**src/rtl/core/ptlru_ram.sv**
```systemverilog
// Generic single-port-write, single-read RAM with registered read data.
module ptlru_ram #(
    parameter int WIDTH = 8,
    parameter int DEPTH = 16
) (
    input  logic                     i_clk,
    input  logic                     i_we,
    input  logic [$clog2(DEPTH)-1:0] i_waddr,
    input  logic [WIDTH-1:0]         i_wdata,
    input  logic [$clog2(DEPTH)-1:0] i_raddr,
    output logic [WIDTH-1:0]         o_rdata
);
    logic [WIDTH-1:0] r_mem [DEPTH];

    always_ff @(posedge i_clk) begin
        if (i_we) begin
            r_mem[i_waddr] <= i_wdata;
        end
        o_rdata <= r_mem[i_raddr];
    end
endmodule

```
**config.mk**
```make
export PLATFORM = sky130hd
export DESIGN_NAME = ptlru_ram
export DESIGN_NICKNAME = d
export VERILOG_FILES = /design/src/rtl/core/ptlru_ram.sv
export SDC_FILE = /design/constraint.sdc
export NUM_CORES = 1
export LEC_CHECK = 0
export CAP_MARGIN = 20
export CORE_MARGIN = 1
export CORE_UTILIZATION = 62
export DETAILED_ROUTE_END_ITERATION = 7
export DONT_BUFFER_PORTS = 1
export PLACE_DENSITY = 0.89
export SYNTH_ARGS = -nofsm -noshare
export SYNTH_HDL_FRONTEND = slang
export SYNTH_SLANG_ARGS = --single-unit
export TNS_END_PERCENT = 1
```
**constraint.sdc**
```tcl
create_clock -name i_clk -period 2.3 [get_ports i_clk]
set_clock_uncertainty 0.1 [all_clocks]
set_input_delay 0.115 -clock i_clk [delete_from_list [all_inputs] [get_ports i_clk]]
set_output_delay 0.115 -clock i_clk [all_outputs]
set_load 0.02 [all_outputs]
```
==> impl_metrics.xml <==
<?xml version="1.0" encoding="UTF-8"?>
<metrics>
  <group name="detailed_routing">
    <metric name="detail_route.first_pass.iterations" unit="">4</metric>
    <metric name="post-route-drc-count" unit="">0</metric>
    <metric name="avgViaCountPerCell" unit="">6.53</metric>
    <metric name="ant_nets" unit="">0</metric>
    <metric name="vias" unit="">2508</metric>
    <metric name="detail_route.wirelength" unit="um">10000</metric>
    <metric name="starting_drt_drc_count" unit="">207</metric>
    <metric name="routed_wire_length_per_instance" unit="um">26.1</metric>
  </group>
  <group name="layout">
    <metric name="finalNonFillerCells" unit="">384</metric>
    <metric name="proportion_of_layout_cells_with_a_drive_suffix_above_1" unit="%">20.6</metric>
    <metric name="area_delta_synth_final" unit="%">17.5</metric>
    <metric name="number_of_nets_in_the_layout" unit="">287</metric>
    <metric name="num_antenna_cells" unit="">0</metric>
  </group>
  <group name="yosys">
    <metric name="main_combinational_cell_family_by_area_after_synthesis" unit="">multiplexers</metric>
    <metric name="synthXorXnorAreaFrac" unit="%">0</metric>
    <metric name="synthesized_area_fraction_occupied_by_adder_cells" unit="%">0</metric>
    <metric name="synth.area.mux_share" unit="%">15.0</metric>
    <metric name="syn-num-nets" unit="">247</metric>
    <metric name="synth-compound-area-share" unit="%">2.33</metric>
    <metric name="synth_cells" unit="">229</metric>
    <metric name="post_synth_num_cell_types" unit="">19</metric>
    <metric name="syn_area" unit="um2">5150</metric>
    <metric name="synth_simple_gate_area_share" unit="%">3.18</metric>
    <metric name="ys_ff_latch" unit="">136</metric>
    <metric name="proportion_of_synthesized_chip_area_in_sequential_cells" unit="%">77.8</metric>
    <metric name="synthesis.area_per_instance" unit="um2">22.5</metric>
    <metric name="ys.warnings.count" unit="">0</metric>
  </group>
  <group name="outcome">
    <metric name="run_status" unit="">completed</metric>
  </group>
  <group name="worst_hold_path">
    <metric name="hold_class" unit="">primary input to flip-flop</metric>
  </group>
  <group name="floorplan">
    <metric name="dieArea" unit="um2">8670</metric>
    <metric name="die_height" unit="um">93.1</metric>
    <metric name="dieWidth" unit="um">93.1</metric>
    <metric name="floorplan.rows" unit="">32</metric>
    <metric name="floorplan.core_area" unit="um2">7890</metric>
    <metric name="effective_utilization_at_floorplan" unit="%">65.3</metric>
    <metric name="io-pin-count" unit="">26</metric>
  </group>
  <group name="placed_design">
    <metric name="dp_cells" unit="">333</metric>
    <metric name="portBuffers" unit="">0</metric>
    <metric name="gp_routability_congestion" unit="">0.794</metric>
    <metric name="hpwlAfterDp" unit="um">5660</metric>
  </group>
  <group name="clock_tree">
    <metric name="root_buffer" unit="">sky130_fd_sc_hd__clkbuf_8</metric>
    <metric name="numCtsBuffers" unit="">17</metric>
    <metric name="clkTransAtPathRegs" unit="ps">60</metric>
    <metric name="cts_setup_buffers" unit="">0</metric>
    <metric name="cts_tree" unit="">built</metric>
    <metric name="cts_max_level" unit="">4</metric>
    <metric name="cts_resized" unit="">0</metric>
    <metric name="clk-insertion-delay-late" unit="ps">520</metric>
    <metric name="cts.path.max_buffers" unit="">2</metric>
    <metric name="clock_sinks" unit="">136</metric>
  </group>
  <group name="global_routing">
    <metric name="antenna_found_initial" unit="">0</metric>
    <metric name="gr-usage-all-layers" unit="%">26.1</metric>
    <metric name="first_global_vias" unit="">2616</metric>
    <metric name="grt_pass1_wl" unit="um">15000</metric>
    <metric name="largest_net_degree_at_the_start_of_global_routing" unit="">33</metric>
    <metric name="global_route.overflow_total" unit="">0</metric>
  </group>
  <group name="pwr">
    <metric name="p_int" unit="W">0.00446</metric>
    <metric name="power.static_leakage" unit="nW">2.02</metric>
    <metric name="comb_power_share" unit="%">4.3</metric>
    <metric name="power_per_cell_area" unit="nW/um2">912</metric>
    <metric name="netSwitchingFraction" unit="%">19.2</metric>
    <metric name="vdd_ir_drop_max" unit="V">0.000764</metric>
    <metric name="p_clk_share" unit="%">44.6</metric>
    <metric name="seq_power_share" unit="%">51.0</metric>
    <metric name="total_switching_power" unit="W">0.00106</metric>
  </group>
  <group name="worst_setup_path">
    <metric name="timing_worst_setup_path_type" unit="">primary input to flip-flop</metric>
    <metric name="crit_fanout" unit="">6</metric>
    <metric name="critical_path_required" unit="ps">2420</metric>
    <metric name="cp.arrival" unit="ps">2250</metric>
    <metric name="startpoint_type" unit="">primary input</metric>
    <metric name="end_kind" unit="">flip-flop</metric>
  </group>
  <group name="timing">
    <metric name="worstMarginPinSlew" unit="ps">748</metric>
    <metric name="final_hold_viol_count" unit="">0</metric>
    <metric name="finalSetupViolations" unit="">0</metric>
    <metric name="fmaxAchievable" unit="GHz">0.470</metric>
    <metric name="setup_tns" unit="ps">0</metric>
    <metric name="maxSlewHeadroom" unit="%">50.0</metric>
    <metric name="final_max_slew_viol_count" unit="">0</metric>
    <metric name="rsz0062_at_grt" unit="">no</metric>
    <metric name="period_share" unit="%">92.5</metric>
    <metric name="min_period" unit="ps">2130</metric>
  </group>
  <group name="job">
    <metric name="timing.max_cap.violations" unit="">0</metric>
  </group>
</metrics>
-- synth_stat cells (all sizes together) --
library cell | number | area share (%)
edfxtp | 128 | 75
mux4 | 32 | 15
a22oi | 16 | 2.3
nor2 | 13 | 0.95
nand2 | 9 | 0.66
dfxtp | 8 | 3.1
buf | 7 | 1.1
nor3 | 4 | 0.39
clkdlybuf4s25 | 3 | 0.58
nand2b | 2 | 0.24
nand3b | 2 | 0.29
and2 | 1 | 0.12
and2b | 1 | 0.15
nand3 | 1 | 0.097
nor2b | 1 | 0.12
or3b | 1 | 0.17
-- path summary, 6_finish.rpt --
path                                        startpoint                    end  slack (ps)  cells past startpoint
worst max-delay path                        i_waddr[2]  r_mem[0][3]$_DFFE_PP_         170                      5
worst min-delay path                        i_raddr[3]     o_rdata[7]$_DFF_P_          10                      3
worst max register to register   r_mem[9][3]$_DFFE_PP_     o_rdata[3]$_DFF_P_         420                      4
worst min register to register  r_mem[12][5]$_DFFE_PP_     o_rdata[5]$_DFF_P_         580                      3
-- final cells by class --
cell class / instances / area (um2)
Clock inverter: 3 / 40.0
Tap cell: 102 / 128
Multi-Input combinational cell: 83 / 1060
Fill cell: 386 / 1840
Clock buffer: 29 / 509
Sequential cell: 136 / 4000
Timing Repair Buffer: 31 / 308
-- timing repair --
action                     CTS  global route
hold endpoints to repair   184             0
setup endpoints to repair    0             0
hold buffers                19             0
-- worst max-delay path: stages --
cell and delay (ps):
sky130_fd_sc_hd__dlygate4sd3_1 550, sky130_fd_sc_hd__or3b_2 520, sky130_fd_sc_hd__nor3_1 200, sky130_fd_sc_hd__dlygate4sd3_1 670, sky130_fd_sc_hd__buf_4 190
-- routing by layer --
| layer | routed length [um] | GRT usage, % | part of all wire, % | up-vias |
|---|---|---|---|---|
| li1 | - | - | - | 1056 |
| met1 | 3820 | 34.7 | 38 | 1285 |
| met2 | 5090 | 40.1 | 51 | 147 |
| met3 | 845 | 8.94 | 8.4 | 20 |
| met4 | 263 | 10.9 | 2.6 | 0 |
| met5 | 0 | 0 | 0 | - |
-- logic make-up after synthesis --
family | after synthesis
AOI/OAI and AO/OA | 16
and+or+nand+nor | 35
buffers and inverters | 10
muxes | 32
DFF | 136
-- registers in the layout (all words and copies together), names as in the netlist --
signal   flops
o_rdata      8
r_mem      128
-- power groups by stage --
| stage | combinational (W) | sequential, W | clock, W |
|---|---|---|---|
| floorplan | 0.000141 | 0.00285 | 0 |
| global placement | 0.000143 | 0.00286 | 0 |
| detailed placement | 0.000148 | 0.00286 | 0 |
| CTS | 0.000240 | 0.00281 | 0.00249 |
| global route | 0.000255 | 0.00282 | 0.00259 |
| finish | 0.000239 | 0.00281 | 0.00246 |
-- cell usage in the layout (no fill, tap or decap) --
| cell type | synthesis | final |
|---|---|---|
| sky130_fd_sc_hd__edfxtp_1 | 128 | 128 |
| sky130_fd_sc_hd__mux4_2 | 18 | 18 |
| sky130_fd_sc_hd__dlygate4sd3_1 | 0 | 17 |
| sky130_fd_sc_hd__a22oi_1 | 16 | 16 |
| sky130_fd_sc_hd__clkbuf_16 | 0 | 16 |
| sky130_fd_sc_hd__mux4_1 | 14 | 14 |
| sky130_fd_sc_hd__nor2_1 | 13 | 13 |
| sky130_fd_sc_hd__buf_4 | 1 | 12 |
| sky130_fd_sc_hd__nand2_1 | 9 | 9 |
| sky130_fd_sc_hd__dfxtp_1 | 8 | 8 |
| sky130_fd_sc_hd__clkbuf_1 | 0 | 7 |
| sky130_fd_sc_hd__clkbuf_8 | 0 | 6 |
| sky130_fd_sc_hd__nor3_1 | 4 | 4 |
| sky130_fd_sc_hd__nand3b_1 | 2 | 2 |
| sky130_fd_sc_hd__nand2b_1 | 2 | 2 |
| sky130_fd_sc_hd__clkinv_2 | 0 | 2 |
| sky130_fd_sc_hd__nor2b_1 | 1 | 1 |
| sky130_fd_sc_hd__and2_1 | 1 | 1 |
| sky130_fd_sc_hd__and2b_1 | 1 | 1 |
| sky130_fd_sc_hd__nand3_1 | 1 | 1 |
| sky130_fd_sc_hd__or3b_2 | 1 | 1 |
| sky130_fd_sc_hd__bufinv_16 | 0 | 1 |
| sky130_fd_sc_hd__buf_12 | 0 | 1 |
| sky130_fd_sc_hd__buf_16 | 0 | 1 |
-- stage by stage --
step / power [W] / hold slack (ps) / util (%) / cell area [um2] / setup WS, ps
after floorplan: 0.00300 / 114 / - / 5150 / 592
after global placement: 0.00300 / 115 / 66.9 / 5280 / 711
after detailed placement: 0.00301 / 114 / 66.9 / 5280 / 614
after CTS: 0.00554 / 1.24 / 76.6 / 6050 / 315
after global routing: 0.00567 / 13.1 / 76.6 / 6050 / 117
final: 0.00551 / 10.5 / 76.6 / 6050 / 173
No activity file was read; power rests on OpenSTA's default activity.
